==> src/hw/rtl/chm_fifo.sv <==
// ----------------------------------------------------------------------------
// chm_fifo
// Two-entry queue between the front and back parts.
// ----------------------------------------------------------------------------
module chm_fifo #(
	parameter int W = 8
) (
	input  logic         clk,
	input  logic         arst_n,
	input  logic         push,
	input  logic [W-1:0] wdata,
	output logic         full,
	input  logic         pop,
	output logic [W-1:0] rdata,
	output logic         empty
);

	logic [W-1:0] mem_q [2];
	logic         wp_q, rp_q;
	logic [1:0]   cnt_q;

	assign full  = (cnt_q == 2'd2);
	assign empty = (cnt_q == 2'd0);
	assign rdata = mem_q[rp_q];

	always_ff @(posedge clk or negedge arst_n) begin
		if (!arst_n) begin
			wp_q  <= 1'b0;
			rp_q  <= 1'b0;
			cnt_q <= 2'd0;
		end else begin
			if (push) wp_q <= !wp_q;
			if (pop)  rp_q <= !rp_q;
			cnt_q <= cnt_q + 2'(push) - 2'(pop);
		end
	end

	always_ff @(posedge clk) begin
		if (push) mem_q[wp_q] <= wdata;
	end

endmodule

==> config.mk <==
export PLATFORM = sky130hd
export DESIGN_NAME = chm_fifo
export DESIGN_NICKNAME = d
export VERILOG_FILES = /design/src/hw/rtl/chm_fifo.sv
export SDC_FILE = /design/constraint.sdc
export NUM_CORES = 1
export LEC_CHECK = 0
export BUFFER_PORTS_ARGS = -buffer_cell sky130_fd_sc_hd__buf_4
export CAP_MARGIN = 20
export CORE_MARGIN = 8
export CORE_UTILIZATION = 49
export DETAILED_ROUTE_END_ITERATION = 8
export PLACE_DENSITY = 0.77
export SYNTH_ARGS = -nofsm -noshare
export SYNTH_HDL_FRONTEND = slang
export SYNTH_SLANG_ARGS = --single-unit
==> constraint.sdc <==
create_clock -name clk -period 2.18 [get_ports clk]
set_clock_uncertainty 0.2 [all_clocks]
set_input_delay 0.327 -clock clk [delete_from_list [all_inputs] [get_ports clk]]
set_output_delay 0.327 -clock clk [all_outputs]
set_load 0.05 [all_outputs]
==> results of run 1 <==
Yosys cell counts:
master     n  area [um^2]
edfxtp_1  16        480.5
mux2_4     8        120.1
dfrtp_1    4        100.1
ha_1       2        25.02
inv_1      2        7.510
nor2b_1    2        12.51
xor2_1     2        17.52
and2_1     1        6.260
buf_6      1        11.26
nor2_1     1        3.750
xor3_1     1        23.77
what timing repair did:
action / in CTS / in global routing
hold buffers: 1 / 2
setup buffers: 0 / 0
hold endpoints to repair: 4 / 4
gates resized for setup: 0 / 0
power groups by stage:
| stage | sequential (mW) | clock [mW] | combinational, mW |
|---|---|---|---|
| finish | 0.597 | 0.171 | 0.697 |
| global route | 0.610 | 0.189 | 0.737 |
| CTS | 0.600 | 0.180 | 0.707 |
| detailed placement | 0.609 | 0 | 0.705 |
| global placement | 0.603 | 0 | 0.696 |
| floorplan | 0.560 | 0 | 0.582 |
final cells by class:
cell class,instances,share of cell area (%)
Sequential cell,20,55.90
Timing Repair Buffer,25,18.80
Clock buffer,4,2.530
Tap cell,16,1.928
Inverter,2,0.7229
Multi-Input combinational cell,17,20.12
critical path, cell delays in order, from the launching register on:
cell	delay, ns
dfrtp_1	0.66
mux2_4	0.34
buf_4	0.19
per-stage QoR:
step	power [mW]	utilization, %	worst slack, ns	instance area (um^2)	hold WS [ns]
after floorplan	1.142	-	0.5688	808.3	-0.1686
after global placement	1.299	64.45	0.4834	982.2	-0.07229
after detailed placement	1.314	64.45	0.4710	982.2	-0.07153
after CTS	1.487	66.83	0.1453	1018	0.003178
after global routing	1.536	68.14	0.09705	1039	0.001764
final	1.465	68.14	0.1739	1039	0.01567
layer usage:
layer,vias up,track usage [%],wire (um),part of all wire (%)
met1,194,8.367,494,40
met5,-,0,0,0
met3,2,2.697,77,6.3
met2,10,13.79,651,53
met4,0,3.093,6,0.49
li1,200,-,-,-
cells by family after synthesis:
family	Yosys count	share of synthesized area, %
buffers and inverters	3	2.322
XOR/XNOR	3	5.108
AND/OR/NAND/NOR	4	2.786
adder cells (fa/ha/maj)	2	3.095
multiplexers	8	14.86
flip-flops	20	71.83
how the worst max path moves through the flow:
stage	start	to	slack, ns	depth (start not counted)
6_report	rp_q$_DFFE_PN0P_	rdata[3]	0.17	2
5_1_grt	rp_q$_DFFE_PN0P_	rdata[1]	0.1	2
4_1_cts	rp_q$_DFFE_PN0P_	rdata[3]	0.15	2
3_5_place_dp	rp_q$_DFFE_PN0P_	rdata[3]	0.47	2
3_3_place_gp	rp_q$_DFFE_PN0P_	rdata[3]	0.48	2
2_1_floorplan	cnt_q[1]$_DFF_PN0_	full	0.57	1
sequential cells by signal, indices dropped and copies added, names as in the netlist:
register	count
cnt_q	2
mem_q	16
rp_q	1
wp_q	1
placed cells by master (no fill, tap or decap):
master and count:
ha_1 2, xor3_1 1, dlygate4sd3_1 3, and2_1 1, inv_1 2, nor2_1 1
clkbuf_4 3, xor2_1 2, nor2b_1 2, dfrtp_1 4, mux2_4 8, edfxtp_1 16
buf_4 22, clkbuf_1 1
==> out/results.tsv, run 1 <==
metric	value	unit
Std-Cell Rows	14	
worst min-delay path endpoint	mem_q[0][3]$_DFFE_PP_	
layout cells sized above 1	48.53	%
FF-to-FF End	cnt_q[1]$_DFF_PN0_	
Worst-Skew Late Latency	0.28	ns
final non-filler cell total	84	
Max Cap Violations	0	
hold_sp	wdata[3]	
Final ANT Viol Nets	0	
Die H	56.62	um
Critical Path AT	1.48	ns
Setup crit end kind	primary output	
final setup fails	0	
Boundary Pins	22	
critical path launch point type	flop	
Worst Path Max Fanout	9	
Area Growth Syn to Fin	28.48	%
r2r worst-path depth	5	
relative slew slack	66.94	%
via count	406	
Final #Nets	83	
Hold Crit Class	in2reg	
die area	0.003205	mm^2
clock sinks	20	
syn avg cell area	20.21	um^2
Num CTS Buffers	3	
Seq cells post-synth	20	
RSZ-0062 raised after global routing	no	
Power Density	1411	mW/mm^2
Post-Syn Area	808.3	um^2
Yosys Warn Count	0	
Multi-input gate area	209.0	um^2
fraction of power consumed by the clock network	11.7	%
routability congestion estimate	0.6414	
Storage cell area	580.6	um^2
drt first pass iters	2	
root buffer cell	clkbuf_4	
Least-Margin Pin Slew	0.4960	ns
overall overflow remaining after global route	0	
cell internal pwr	0.8825	mW
initial antenna violation count	0	
register share of total power	40.7	%
Initial Utilization	53.04	%
Slew Limit Fails	0	
first-pass GRT wire length	2063	um
# diodes	0	
Routed WL	1230	um
Max VDD drop	840.4	uV
Logic pwr share	47.6	%
setup_tns	0	ns
Synth Net Count	54	
vias in the first global route	460	
critical path class	reg2out	
Clock Path Buffers	2	
number of vias per cell	4.833	
sw power	0.5827	mW
Reg2Reg Setup Slack	0.62	ns
Fmax	0.4985	GHz
minimum clock period	2.006	ns
Total GRT Usage	7.877	%
Port Buf Inserts	21	
number of fill cells	114	
Netlist cell types	11	
Inst Count DP	77	
P_leak	0.4556	nW
endpoints failing hold	0	
Period Utilization, post-route	92.02	%
H-tree Lvls	1	
r2r startpoint	cnt_q[0]$_DFF_PN0_	
sw frac	39.77	%
required time of the worst setup path	1.65	ns
Syn Inst Count	40	
status	complete, no violations	
Cells on Worst Hold Path	1	
clock-pin slew on the worst setup and hold paths	0.11	ns
CTS tree	yes	
DR DRC count	0	
die width	56.62	um
drt first-iter violations	2	
Core ar.	0.001524	mm^2
Wirelength per Cell	14.64	um
largest net degree at the start of global routing	12	
sequential share of the synthesized area	71.83	%
Power figures use the tool's default switching activity.
==> run 2: changes to the inputs <==
--- a/config.mk
+++ b/config.mk
@@ -10,6 +10,7 @@
 export CORE_MARGIN = 8
 export CORE_UTILIZATION = 49
 export DETAILED_ROUTE_END_ITERATION = 8
+export MAX_ROUTING_LAYER = met4
 export PLACE_DENSITY = 0.77
 export SYNTH_ARGS = -nofsm -noshare
 export SYNTH_HDL_FRONTEND = slang
==> out/results.tsv, run 2 (synthesis results as in run 1) <==
metric	value	unit	change
commonest cells after routing, fill and taps aside	22 x buf_4, 16 x edfxtp_1, 8 x mux2_4		unchanged
CP max-delay cell	dfrtp_1		unchanged
endpoints failing hold	0		unchanged
relative slew slack	66.94	%	unchanged
sw power	0.5827	mW	about the same
Fmax	0.4985	GHz	about the same
FF-to-FF End	cnt_q[1]$_DFF_PN0_		unchanged
routability congestion estimate	0.6467		was 0.6414
Max VDD drop	840.5	uV	was 840.4 uV
final setup fails	0		unchanged
clock-pin slew on the worst setup and hold paths	0.11	ns	about the same
Least-Margin Pin Slew	0.4960	ns	unchanged
Setup crit end kind	primary output		unchanged
Routed met2 length	651	um	unchanged
crit path buf inv count	1		unchanged
Total GRT Usage	8.085	%	was 7.877%
Port Buf Inserts	21		unchanged
number of vias per cell	4.833		unchanged
Worst path top cell family by delay	flip-flops		unchanged
Worst Path Max Fanout	9		unchanged
Num CTS Buffers	3		unchanged
critical path launch point type	flop		unchanged
fraction of power consumed by the clock network	11.7	%	about the same
number of fill cells	114		unchanged
register share of total power	40.7	%	about the same
Boundary Pins	22		unchanged
first-pass GRT wire length	2056	um	was 2063 um
Routed WL	1230	um	unchanged
Final ANT Viol Nets	0		unchanged
r2r startpoint	cnt_q[0]$_DFF_PN0_		unchanged
CTS tree	yes		unchanged
P_leak	0.4556	nW	unchanged
Wirelength per Cell	14.64	um	unchanged
DR DRC count	0		unchanged
sw frac	39.77	%	about the same
Crit path depth	2		unchanged
Regs by FF count	mem_q (16), cnt_q (2)		unchanged
root buffer cell	clkbuf_4		unchanged
setup_tns	0	ns	unchanged
Critical Path AT	1.48	ns	about the same
via count	406		unchanged
vias in the first global route	460		unchanged
drt first-iter violations	2		unchanged
Slew Limit Fails	0		unchanged
status	complete, no violations		unchanged
Power Density	1411	mW/mm^2	about the same
Clock Path Buffers	2		unchanged
die width	56.62	um	unchanged
layout cells sized above 1	48.53	%	unchanged
CP endpoint	rdata[3]		unchanged
Metal-1 WL	500	um	was 494 um
met3 wire length	71	um	was 77 um
critical path class	reg2out		unchanged
RSZ-0062 raised after global routing	no		unchanged
overall overflow remaining after global route	0		unchanged
Final #Nets	83		unchanged
Initial Utilization	53.04	%	unchanged
Setup WS post-layout	0.1739	ns	about the same
H-tree Lvls	1		unchanged
Logic pwr share	47.6	%	about the same
Area Growth Syn to Fin	28.48	%	unchanged
commonest non-fill, non-tap cell in the layout	buf_4		unchanged
Hold Crit Class	in2reg		unchanged
clock sinks	20		unchanged
crit-path max cell delay	0.66	ns	about the same
Period Utilization, post-route	92.02	%	about the same
Pwr Total	1.465	mW	about the same
required time of the worst setup path	1.65	ns	about the same
Storage cell area	580.6	um^2	unchanged
Max Cap Violations	0		unchanged
max FFs per register	16		unchanged
highest routed layer	met4		unchanged
initial antenna violation count	0		unchanged
Biggest register	mem_q		unchanged
cell internal pwr	0.8825	mW	unchanged
Reg2Reg Setup Slack	0.62	ns	about the same
critical-path cell list	mux2_4 -> buf_4		unchanged
Worst-Skew Late Latency	0.28	ns	about the same
r2r worst-path depth	5		unchanged
largest net degree at the start of global routing	12		unchanged
Critical Path Start	rp_q$_DFFE_PN0P_		unchanged
die area	0.003205	mm^2	unchanged
minimum clock period	2.006	ns	about the same
worst slack at placement	0.4710	ns	unchanged
Die H	56.62	um	unchanged
Multi-input gate area	209.0	um^2	unchanged
Core ar.	0.001524	mm^2	unchanged
drt first pass iters	2		unchanged
# diodes	0		unchanged
Std-Cell Rows	14		unchanged
-- run 2: final cells by class --
type | instances | share of cell area, %
tap | 16 | 1.928
inverter | 2 | 0.7229
multi-input combinational | 17 | 20.12
timing repair buffer | 25 | 18.80
sequential | 20 | 55.90
clock buffer | 4 | 2.530
-- run 2: how the worst min path moves through the flow --
stage,startpoint,end,slack [ns],cells after the start
final,wdata[3],mem_q[0][3]$_DFFE_PP_,0.02,1
after global routing,wdata[3],mem_q[1][3]$_DFFE_PP_,0.002,1
after CTS,wdata[2],mem_q[1][2]$_DFFE_PP_,0.003,1
after detailed placement,arst_n,rp_q$_DFFE_PN0P_,-0.07,1
after global placement,arst_n,rp_q$_DFFE_PN0P_,-0.07,1
after floorplan,arst_n,cnt_q[0]$_DFF_PN0_,-0.17,0
-- run 2: power by group through the flow --
stage	combinational (mW)	clock, mW	sequential, mW
after floorplan	0.582	0	0.560
after global placement	0.696	0	0.603
after detailed placement	0.705	0	0.609
after CTS	0.707	0.180	0.600
after global routing	0.737	0.189	0.610
final	0.697	0.171	0.597
-- run 2: worst reg2reg max path: stages, from the launching register on --
cell	delay [ns]
dfrtp_1	0.38
inv_1	0.05
ha_1	0.26
inv_1	0.05
ha_1	0.13
xor3_1	0.38
-- run 2: metrics by stage --
| step | cells | hold slack (ns) | cell area [um^2] | util [%] |
|---|---|---|---|---|
| 6_report | 84 | 0.01568 | 1039 | 68.14 |
| 5_1_grt | 84 | 0.001760 | 1039 | 68.14 |
| 4_1_cts | 82 | 0.003178 | 1018 | 66.83 |
| 3_5_place_dp | 77 | -0.07153 | 982.2 | 64.45 |
| 3_3_place_gp | 77 | -0.07229 | 982.2 | 64.45 |
| 2_1_floorplan | 40 | -0.1686 | 808.3 | - |
-- run 2: timing repair --
item                                    CTS  global route
gates resized for setup                   0             0
hold buffers                              1             2
buffers inserted                          0             0
hold endpoints to repair                  4             4
endpoints found under the setup margin    0             0
-- run 2: routing by layer --
metal	global-route usage (%)	vias to the layer above
li1	-	200
met1	8.367	194
met2	13.79	10
met3	2.697	2
met4	3.093	0
met5	-	-
