$ cat config.mk
export PLATFORM = sky130hd
export DESIGN_NAME = chm_front
export DESIGN_NICKNAME = d
export VERILOG_FILES = /design/src/hw/rtl/chm_pkg.sv /design/src/hw/rtl/chm_front.sv
export SDC_FILE = /design/constraint.sdc
export NUM_CORES = 1
export LEC_CHECK = 0
export BUFFER_PORTS_ARGS = -buffer_cell sky130_fd_sc_hd__clkbuf_2
export CORE_MARGIN = 1.5
export CORE_UTILIZATION = 47
export CTS_CLUSTER_DIAMETER = 120
export DETAILED_ROUTE_END_ITERATION = 12
export GPL_ROUTABILITY_DRIVEN = 0
export PLACE_DENSITY = 0.76
export SLEW_MARGIN = 0
export SYNTH_ARGS = -nofsm -noshare
export SYNTH_HDL_FRONTEND = slang
export SYNTH_SLANG_ARGS = --single-unit
$ cat constraint.sdc
create_clock -name clk -period 7.1 [get_ports clk]
set_input_delay 0.71 -clock clk [delete_from_list [all_inputs] [get_ports clk]]
set_output_delay 0.71 -clock clk [all_outputs]
set_load 0.01 [all_outputs]
$ cat src/hw/rtl/chm_pkg.sv
// ----------------------------------------------------------------------------
// chm_pkg
// Shared types and constants of the chained hash map.
// ----------------------------------------------------------------------------
package chm_pkg;

	localparam int NUM_BUCKETS_DEF = 1024;
	localparam int WAYS_DEF        = 4;
	localparam int KEY_BYTES_DEF   = 8;

	localparam int KEY_W  = 64;
	localparam int VAL_W  = 64;
	localparam int SUM_W  = 11;
	localparam int RECIP_SHIFT = 26;

	typedef enum logic [1:0] {
		MODE_INSERT = 2'd0,
		MODE_LOOKUP = 2'd1,
		MODE_REMOVE = 2'd2,
		MODE_NONE   = 2'd3
	} mode_t;

	typedef struct packed {
		logic [1:0]       mode;
		logic [KEY_W-1:0] key;
		logic [VAL_W-1:0] value;
	} item_t;

	typedef enum logic [1:0] {
		ST_CLEAR = 2'd0,
		ST_IDLE  = 2'd1,
		ST_EXEC  = 2'd2
	} back_state_t;

endpackage

$ cat src/hw/rtl/chm_front.sv
// ----------------------------------------------------------------------------
// chm_front
// Takes request beats, masks the key and works out its bucket in two stages.
// ----------------------------------------------------------------------------
module chm_front #(
	parameter int NUM_BUCKETS = chm_pkg::NUM_BUCKETS_DEF,
	parameter int KEY_BYTES   = chm_pkg::KEY_BYTES_DEF,
	parameter int BW          = (NUM_BUCKETS > 1) ? $clog2(NUM_BUCKETS) : 1
) (
	input  logic                       clk,
	input  logic                       arst_n,
	input  logic                       in_valid,
	output logic                       in_stall,
	input  logic [1:0]                 mode,
	input  logic [chm_pkg::KEY_W-1:0]  key,
	input  logic [chm_pkg::VAL_W-1:0]  value,
	output logic                       push,
	input  logic                       fifo_full,
	output chm_pkg::item_t             push_item,
	output logic [BW-1:0]              push_bucket
);

	localparam int RW = chm_pkg::RECIP_SHIFT + 1;
	localparam logic [RW-1:0] RECIP =
		RW'(((64'd1 << chm_pkg::RECIP_SHIFT) + 64'(NUM_BUCKETS) - 64'd1) / 64'(NUM_BUCKETS));
	localparam logic [14:0] NB = 15'(NUM_BUCKETS);

	logic                       en;
	logic [chm_pkg::KEY_W-1:0]  kmask;
	logic [chm_pkg::SUM_W-1:0]  sum;
	logic                       v_s1, v_s2;
	chm_pkg::item_t             item_s1, item_s2;
	logic [chm_pkg::SUM_W-1:0]  sum_s1, sum_s2, q_s2;
	logic [RW+chm_pkg::SUM_W-1:0] prod;
	logic [chm_pkg::SUM_W+14:0] qn;
	logic [chm_pkg::SUM_W-1:0]  rem;

	always_comb begin
		kmask = '0;
		sum   = '0;
		for (int i = 0; i < 8; i++) begin
			if (i < KEY_BYTES) begin
				kmask[8*i +: 8] = 8'hFF;
				sum = sum + chm_pkg::SUM_W'(key[8*i +: 8]);
			end
		end
	end

	assign en       = !(v_s2 && fifo_full);
	assign in_stall = !en;
	assign prod     = (RW+chm_pkg::SUM_W)'(sum_s1) * (RW+chm_pkg::SUM_W)'(RECIP);
	assign qn       = (chm_pkg::SUM_W+15)'(q_s2) * (chm_pkg::SUM_W+15)'(NB);
	assign rem      = sum_s2 - qn[chm_pkg::SUM_W-1:0];

	always_ff @(posedge clk or negedge arst_n) begin
		if (!arst_n) begin
			v_s1 <= 1'b0;
			v_s2 <= 1'b0;
		end else if (en) begin
			v_s1 <= in_valid;
			v_s2 <= v_s1;
		end
	end

	always_ff @(posedge clk) begin
		if (en) begin
			item_s1 <= '{mode: mode, key: key & kmask, value: value};
			sum_s1  <= sum;
			item_s2 <= item_s1;
			sum_s2  <= sum_s1;
			q_s2    <= prod[chm_pkg::RECIP_SHIFT +: chm_pkg::SUM_W];
		end
	end

	assign push        = v_s2 && !fifo_full;
	assign push_item   = item_s2;
	assign push_bucket = BW'(rem);

endmodule

==> qor.yml, run 1 <==
outcome: "finished, final reports clean"
grt_util_all_layers_pct: 16.3
crit_slowest_cell: "fa_1"
final_cell_mix: "edfxtp_1 (280), clkbuf_2 (275), inv_1 (108)"
setup_viol: 0
cts.sinks: 282
irDropWorstVdd_uv: 281
avgSynthCellArea_um2: 21.2
hpwl_um: 13500
worstSetupPathType: "primary input to flip-flop"
io_pins: 276
hold_ws_ns: 0.343
power.share.sequential_pct: 47.9
ys_ff_latch: 282
rsz0062_at_grt: "false"
antennaDiodeCount: 0
worstSetupEndpointType: "flip-flop"
slew_violations: 0
finalHoldViolations: 0
die_area_mm2: 0.0225
ant_nets: 0
fp.coreArea_mm2: 0.0211
synthArstFlopShare_pct: 0.709
fin_tns_setup_ns: 0
cts-resized-gates: 0
path_clk_slew_ns: 0.06
grt_pass1_vias: 5124
wire_per_inst_um: 17.3
grt_pass1_wl_um: 27400
cp_max_fo: 3
required_ns: 7.38
max_freq_ghz: 0.242
dpl_cell_area_mm2: 0.0119
overflow: 0
drive_above_1_share_pct: 39.5
internal_power_mw: 3.36
grt_max_degree: 124
synth-seq-area-share_pct: 83.3
antenna_found_initial: 0
power_mw: 4.58
tightest_slew_ns: 1.00
p_per_area_mw_per_mm2: 357
io_buffers: 275
clk_latency_ns: 0.54
synthCells: 480
firstDrtPassIters: 4
cap_violations: 0
die_height_um: 150
layout.nets: 980
cts_setup_buffers: 0
startpoint_type: "primary input"
syn_area_mm2: 0.0102
p_sw_share_pct: 26.5
drt_iter0_markers: 229
vias: 4955
yosys_warnings: 0
min_path_type: "primary input to flip-flop"
power_frac_comb_pct: 20.3
power_switching_mw: 1.21
drcViolationCount: 0
ys_types: 23
p_clk_share_pct: 31.8
rows: 53
final_area_mm2: 0.0128
cts_buffer_depth: 3
post-route-period-util_pct: 58.2
wl_um: 18800
cp.arrival_ns: 4.41
fin_skew_ns: 0.0208
htree_levels: 1
numCtsBuffers: 29
cts_tree: "built"
routed_via_density: 4.56
synth_ff_type: "edfxtp_1"
root_buffer: "clkbuf_16"
min_period_ns: 4.13
fillerInstances: 1572
final_common_cell: "edfxtp_1"
crit_top_cell: "fa_1"
p_leak_nw: 5.52
syn_to_final_growth_pct: 26.5
start_util_pct: 48.1
worst_slew_margin_rel_pct: 33.2
worstPathCellList: "clkbuf_2 > inv_1 > fa_1 > inv_1 > fa_1 > fa_1 > inv_1 > fa_1 > inv_1 > ha_1 > fa_1 > a211oi_1 > or4b_1 > nand4_1"
slowest_delay_ns: 0.56
dieWidth_um: 150
synth_edf_count: 280
syn_nets: 671
[metal layers]
metal / track usage, % / wire length, um / vias to the layer above
met5: 0 / 0 / -
met4: 5.54 / 497 / 0
met3: 4.21 / 1750 / 40
met2: 28.6 / 9670 / 198
met1: 19.6 / 6880 / 2402
li1: - / - / 2315
[power by group through the flow]
| stage | logic [mW] | registers (mW) | clock network [mW] |
|---|---|---|---|
| 3_5_place_dp | 0.946 | 2.23 | 0 |
| 2_1_floorplan | 0.565 | 2.29 | 0 |
| 4_1_cts | 0.948 | 2.20 | 1.49 |
| 3_3_place_gp | 0.910 | 2.22 | 0 |
| 6_report | 0.929 | 2.19 | 1.46 |
| 5_1_grt | 1.06 | 2.21 | 1.55 |
[flip-flops by register name (all words and copies together), names as in the netlist]
signal	count
push_item	130
item_s1	130
sum_s2	10
sum_s1	10
v_s2	1
v_s1	1
[kinds of logic (layout without fill, tap and decap cells)]
kind of cell    Yosys count  count (layout)  synth area share, %
compound gates           17              17                 1.07
flops                   282             282                 83.3
simple gates             10              10                0.592
xor+xnor                  5               5                0.431
buf+inv                 108             440                 3.99
fa+ha+maj                57              57                 10.5
mux                       1               1                0.111
[repair_timing]
action	in CTS	in global routing
endpoints found under the hold margin	2	0
setup endpoints to repair	0	0
hold buffers	1	0
[metrics by stage]
stage,utilization [%],worst slack [ns],std cells
after CTS,60.9,3.00,1087
after global routing,60.9,2.78,1087
after global placement,56.5,2.52,1032
after floorplan,-,1.90,480
final,60.9,2.97,1087
after detailed placement,56.5,2.43,1032
[cell usage after synthesis (3+ instances only)]
master	count	area, um^2
edfxtp_1	280	8410
o211ai_1	3	22.5
a21oi_1	5	25.0
nand2_1	3	11.3
ha_1	10	125
xor2_1	3	26.3
o21ai_0	3	15.0
inv_1	108	405
fa_1	47	941
[critical path, delay by kind of cell]
kind	cells	cell delay (ns)
fa+ha+maj	6	2.83
simple gates	2	0.23
buf+inv	5	0.31
compound gates	1	0.30
[layout make-up]
| class | instances | area (um^2) | share of cell area, % |
|---|---|---|---|
| inverter | 108 | 405 | 3.16 |
| sequential | 282 | 8460 | 65.9 |
| tap | 275 | 344 | 2.68 |
| clock inverter | 22 | 189 | 1.47 |
| multi-input combinational | 90 | 1310 | 10.2 |
| timing repair buffer | 278 | 1400 | 10.9 |
| clock buffer | 32 | 737 | 5.74 |
[final timing paths]
| kind | start | end | slack (ns) | cells after the start |
|---|---|---|---|---|
| max | key[2] | sum_s1[8]$_DFFE_PN_ | 2.97 | 14 |
| max in group asynchronous | arst_n | v_s1$_DFFE_PN0N_ | 6.50 | 2 |
| min in group asynchronous | arst_n | v_s2$_DFFE_PN0N_ | 0.50 | 2 |
| max reg2reg | v_s2$_DFFE_PN0N_ | v_s1$_DFFE_PN0N_ | 4.43 | 3 |
| min | value[11] | item_s1[11]$_DFFE_PN_ | 0.34 | 1 |
| min reg2reg | item_s1[3]$_DFFE_PN_ | push_item[3]$_DFFE_PN_ | 0.41 | 0 |
No activity file was read; power rests on OpenSTA's default activity.
==> inputs of run 2 (changes only) <==
- CORE_UTILIZATION: 47 -> 52
- PLACE_DENSITY: 0.76 -> 0.79
- clock period: 7.1 -> 4.32 ns (I/O delays scaled with it)
==> run 2 against run 1 <==
  * Sequential power is 65% higher
  * Largest power group unchanged
  * Register-to-register slack lost 2.2 ns
  * Combinational power grew 70%
  * Clock power increased by 53%
  * Worst hold slack lost 0.26 ns
  * Critical endpoint unchanged
  * Clock skew fell by 0.016 ns
  * Die area shrank 9.4%
==> qor.yml, run 2 (synthesized netlist as in run 1, its figures left out) <==
grt_pass1_vias: 5348  # +4.4%
p_leak_nw: 5.50  # -0.27%
antenna_found_initial: 2  # +2
startpoint_type: "primary input"
root_buffer: "clkbuf_16"
p_per_area_mw_per_mm2: 580  # +63%
wl_um: 18600  # -1.3%
grt_pass1_wl_um: 27900  # +1.8%
grt_util_all_layers_pct: 18.3  # +2.0 points
internal_power_mw: 5.42  # +61%
worstSetupPathType: "primary input to flip-flop"
syn_to_final_growth_pct: 25.9
cts.sinks: 282  # unchanged
final_cell_mix: "edfxtp_1 (280), clkbuf_2 (275), inv_1 (108)"
clk_latency_ns: 0.52  # -0.02 ns
drive_above_1_share_pct: 39.2  # -0.32 points
cp_max_fo: 3  # unchanged
drcViolationCount: 0  # unchanged
fp.coreArea_mm2: 0.0190  # -10%
min_period_ns: 3.92
finalHoldViolations: 0  # unchanged
ant_nets: 0  # unchanged
fin_skew_ns: 0.00514  # -0.0157 ns
die_height_um: 143  # -4.8%
vias: 5066  # +2.2%
p_clk_share_pct: 30.1  # -1.7 points
routed_via_density: 4.73  # +3.7%
dieWidth_um: 143  # -4.8%
cap_violations: 0  # unchanged
wire_per_inst_um: 17.3  # +0.13%
setup_viol: 0  # unchanged
rsz0062_at_grt: "false"
cts-resized-gates: 0  # unchanged
required_ns: 4.58  # -2.80 ns
power.share.sequential_pct: 48.6  # +0.7 points
tightest_slew_ns: 0.876  # -0.126 ns
post-route-period-util_pct: 90.7
power_frac_comb_pct: 21.3  # +1.0 points
cts_buffer_depth: 3  # unchanged
rows: 50  # -5.7%
firstDrtPassIters: 4  # unchanged
min_path_type: "primary input to flip-flop"
worst_slew_margin_rel_pct: 41.6  # +8.4 points
max_freq_ghz: 0.255
utilization_pct: 67.5  # +6.6 points
fillerInstances: 1268  # -19%
power_switching_mw: 2.00  # +64%
slew_violations: 0  # unchanged
overflow: 0  # unchanged
final_common_cell: "edfxtp_1"
htree_levels: 1  # unchanged
layout.nets: 980  # unchanged
io_buffers: 275  # unchanged
die_area_mm2: 0.0204  # -9.4%
outcome: "finished, final reports clean"
hpwl_um: 13400  # -1.0%
cp.arrival_ns: 4.18  # -0.23 ns
hold_ws_ns: 0.0799  # -0.263 ns
worstSetupEndpointType: "flip-flop"
io_pins: 276  # unchanged
grt_max_degree: 122  # -1.6%
p_sw_share_pct: 26.9  # +0.37 points
cts_tree: "built"
start_util_pct: 53.6  # +5.4 points
cts_setup_buffers: 0  # unchanged
numCtsBuffers: 28  # -3.4%
drt_iter0_markers: 274  # +20%
irDropWorstVdd_uv: 411  # +46%
path_clk_slew_ns: 0.06  # about the same
[run 2: cell type report]
| cell class | instances | area [um^2] | area share [%] |
|---|---|---|---|
| antenna | 1 | 2.50 | 0.0196 |
| clock buffer | 38 | 759 | 5.94 |
| clock inverter | 14 | 96.3 | 0.753 |
| inverter | 108 | 405 | 3.17 |
| multi-input combinational | 90 | 1310 | 10.2 |
| sequential | 282 | 8460 | 66.1 |
| tap | 260 | 325 | 2.54 |
| timing repair buffer | 279 | 1430 | 11.2 |
[run 2: power groups by stage]
stage               registers (mW)  clock network (mW)  logic [mW]
finish                        3.61                2.24        1.58
global route                  3.63                2.40        1.79
CTS                           3.61                2.29        1.59
detailed placement            3.65                   0        1.57
global placement              3.64                   0        1.48
floorplan                     3.74                   0       0.929
[run 2: metrics by stage]
step	cell area [um^2]	setup WS, ns	TNS [ns]	cells	power, mW
3_5_place_dp	11900	-0.0708	-0.104	1018	5.22
6_report	12800	0.402	0	1072	7.42
5_1_grt	12800	0.276	0	1071	7.82
3_3_place_gp	11900	0.0186	0	1018	5.12
2_1_floorplan	10200	0.274	0	480	4.67
4_1_cts	12800	0.465	0	1071	7.49
[run 2: per-layer routing]
layer / vias up / track usage (%) / routed length, um
met4: 2 / 7.05 / 582
met1: 2487 / 20.8 / 6630
met5: - / 0 / 12
met3: 43 / 5.33 / 1650
met2: 229 / 32.8 / 9680
li1: 2305 / - / -
[run 2: path summary, 6_finish.rpt]
check                                 startpoint                      end  slack [ns]  depth (start not counted)
min in group asynchronous                 arst_n         v_s1$_DFFE_PN0N_        0.22                          2
max reg2reg                     v_s2$_DFFE_PN0N_   item_s1[100]$_DFFE_PN_        2.28                          2
min                                    value[61]    item_s1[61]$_DFFE_PN_        0.08                          1
min reg2reg                item_s1[44]$_DFFE_PN_  push_item[44]$_DFFE_PN_        0.41                          0
max                                       key[3]      sum_s1[8]$_DFFE_PN_        0.40                         13
max in group asynchronous                 arst_n         v_s2$_DFFE_PN0N_        4.00                          2
[run 2: timing repair]
action | in CTS | in global routing
hold buffers | 1 | 0
hold endpoints to repair | 2 | 0
endpoints found under the setup margin | 0 | 0
[run 2: critical path, stage by stage]
cell,delay [ns]
clkbuf_2,0.10
inv_1,0.07
fa_1,0.62
inv_1,0.10
fa_1,0.54
fa_1,0.56
inv_1,0.06
fa_1,0.55
inv_1,0.08
fa_1,0.48
a211oi_1,0.36
or4b_1,0.17
nand4_1,0.07
==> inputs of run 3 (changes only) <==
- CORE_MARGIN: 1.5 -> 3
==> run 3 against run 2 <==
  * Sequential share of layout area decreased by 0.47 points
  * Utilization increased by 0.48 points
  * Register-to-register slack got worse by 0.02 ns
  * Largest cell class unchanged
  * Highest routed layer is now met4
==> qor.yml, run 3 (synthesized netlist as in run 1, its figures left out) <==
outcome: "finished, final reports clean"
slew_violations: 0  # unchanged
syn_to_final_growth_pct: 26.8
cts_buffer_depth: 3  # unchanged
htree_levels: 1  # unchanged
crit_buf_inv: 5  # unchanged
io_buffers: 275  # unchanged
startpoint_type: "primary input"
p_leak_nw: 5.56  # +0.97%
crit_slowest_cell: "fa_1"
top_layer_used: "met4"
routed_via_density: 4.72  # -0.19%
antennaDiodeCount: 0  # -1
setup_viol: 0  # unchanged
cts_setup_buffers: 0  # unchanged
finalHoldViolations: 0  # unchanged
rsz0062_at_grt: "false"
root_buffer: "clkbuf_16"
worstSetupEndpointType: "flip-flop"
antenna_found_initial: 0  # -2
io_pins: 276  # unchanged
wl_met1_um: 7010  # +5.8%
path_clk_slew_ns: 0.06  # about the same
ant_nets: 0  # unchanged
grt_util_all_layers_pct: 17.7  # -0.58 points
final_cell_mix: "edfxtp_1 (280), clkbuf_2 (275), inv_1 (108)"
dpl_worst_slack_ns: -0.0880  # -0.0172 ns
overflow: 0  # unchanged
setup_ws_ns: 0.414  # +0.0126 ns
hpwl_um: 14100  # +5.5%
dpl_cell_area_mm2: 0.0119  # about the same
die_height_um: 146  # +2.1%
required_ns: 4.57  # about the same
cp_max_fo: 3  # unchanged
fin_skew_ns: 0.00913  # +0.00399 ns
wl_met2_um: 9890  # +2.1%
die_area_mm2: 0.0212  # +4.2%
final_common_cell: "edfxtp_1"
irDropWorstVdd_uv: 367  # -11%
numCtsBuffers: 28  # unchanged
dr_wl_met3_um: 1560  # -5.6%
grt_pass1_vias: 5427  # +1.5%
slowest_delay_ns: 0.60  # -0.02 ns
holdBufCountCts: 1  # unchanged
worstPathCellList: "clkbuf_2 > inv_1 > fa_1 > inv_1 > fa_1 > fa_1 > inv_1 > fa_1 > inv_1 > ha_1 > a211oi_1 > o21ai_0 > xor2_1"
worst_slew_margin_rel_pct: 38.5  # -3.1 points
max_freq_ghz: 0.256  # +0.32%
regArea_mm2: 0.00846  # unchanged
p_per_area_mw_per_mm2: 585  # +0.77%
clk_latency_ns: 0.51  # about the same
drive_above_1_share_pct: 40.6  # +1.4 points
start_util_pct: 53.6  # unchanged
vias: 5061  # -0.099%
fillerInstances: 1232  # -2.8%
worstSetupPathType: "primary input to flip-flop"
dieWidth_um: 146  # +2.1%
tightest_slew_ns: 0.922  # +0.0464 ns
grt_pass1_wl_um: 29400  # +5.5%
cts_tree: "built"
firstDrtPassIters: 5  # +1
cts-resized-gates: 0  # unchanged
min_period_ns: 3.91  # -0.0126 ns
cap_violations: 0  # unchanged
layout.nets: 982  # +0.20%
drt_iter0_markers: 261  # -4.7%
drcViolationCount: 0  # unchanged
min_path_type: "primary input to flip-flop"
fp.coreArea_mm2: 0.0190  # unchanged
wire_per_inst_um: 17.6  # +1.8%
multi_input_area_mm2: 0.00131  # unchanged
cts.sinks: 282  # unchanged
wl_um: 18900  # +1.8%
grt_max_degree: 130  # +6.6%
final_area_mm2: 0.0129  # +0.71%
post-route-period-util_pct: 90.4  # -0.29 points
cp.arrival_ns: 4.15  # -0.03 ns
path_delay_family: "adder cells"
rows: 50  # unchanged
==> run 3: cell types whose count changed in the layout (fill, tap and decap cells not counted) <==
cell       before  now
diode_2         1    0
clkbuf_1        9    5
clkinv_4        0    5
clkinv_1        6    0
buf_4           1    4
bufinv_16       1    2
clkbuf_8        0    4
buf_12          2    1
==> run 3: routing by layer <==
layer | global-route usage [%] | vias up
met5 | 0 | -
met4 | 5.03 | 0
met3 | 4.55 | 32
met2 | 31.5 | 216
met1 | 21.7 | 2501
li1 | - | 2312
==> run 3: through the flow <==
step | util (%) | hold slack, ns | setup TNS, ns | instances | power, mW
floorplan | - | 0.136 | 0 | 480 | 4.67
global placement | 62.9 | 0.218 | 0 | 1020 | 5.13
detailed placement | 62.9 | 0.219 | -0.186 | 1020 | 5.22
CTS | 67.9 | 0.0683 | 0 | 1073 | 7.62
global route | 67.9 | 0.0643 | 0 | 1073 | 7.96
finish | 67.9 | 0.0946 | 0 | 1073 | 7.53
==> run 3: path summary, 6_finish.rpt <==
check / start / end / slack (ns) / cells after the start
worst min register to register: item_s1[59]$_DFFE_PN_ / push_item[59]$_DFFE_PN_ / 0.41 / 0
min in group asynchronous: arst_n / v_s2$_DFFE_PN0N_ / 0.24 / 2
max in group asynchronous: arst_n / v_s1$_DFFE_PN0N_ / 3.98 / 2
worst min-delay path: value[46] / item_s1[46]$_DFFE_PN_ / 0.09 / 1
worst max register to register: v_s2$_DFFE_PN0N_ / item_s1[108]$_DFFE_PN_ / 2.26 / 2
worst max-delay path: key[3] / sum_s1[7]$_DFFE_PN_ / 0.41 / 13
==> run 3: layout make-up <==
class	count	area share [%]
Timing Repair Buffer	281	11.2
Inverter	108	3.15
Tap cell	260	2.53
Clock inverter	14	1.15
Sequential cell	282	65.7
Multi-Input combinational cell	90	10.1
Clock buffer	38	6.21
==> run 3: report_power, final <==
group | total [mW] | leakage (nW) | switching, mW | internal, mW
Clock | 2.39 | 0.467 | 0.959 | 1.43
Sequential | 3.60 | 2.84 | 0.0993 | 3.50
Combinational | 1.54 | 2.25 | 0.917 | 0.625
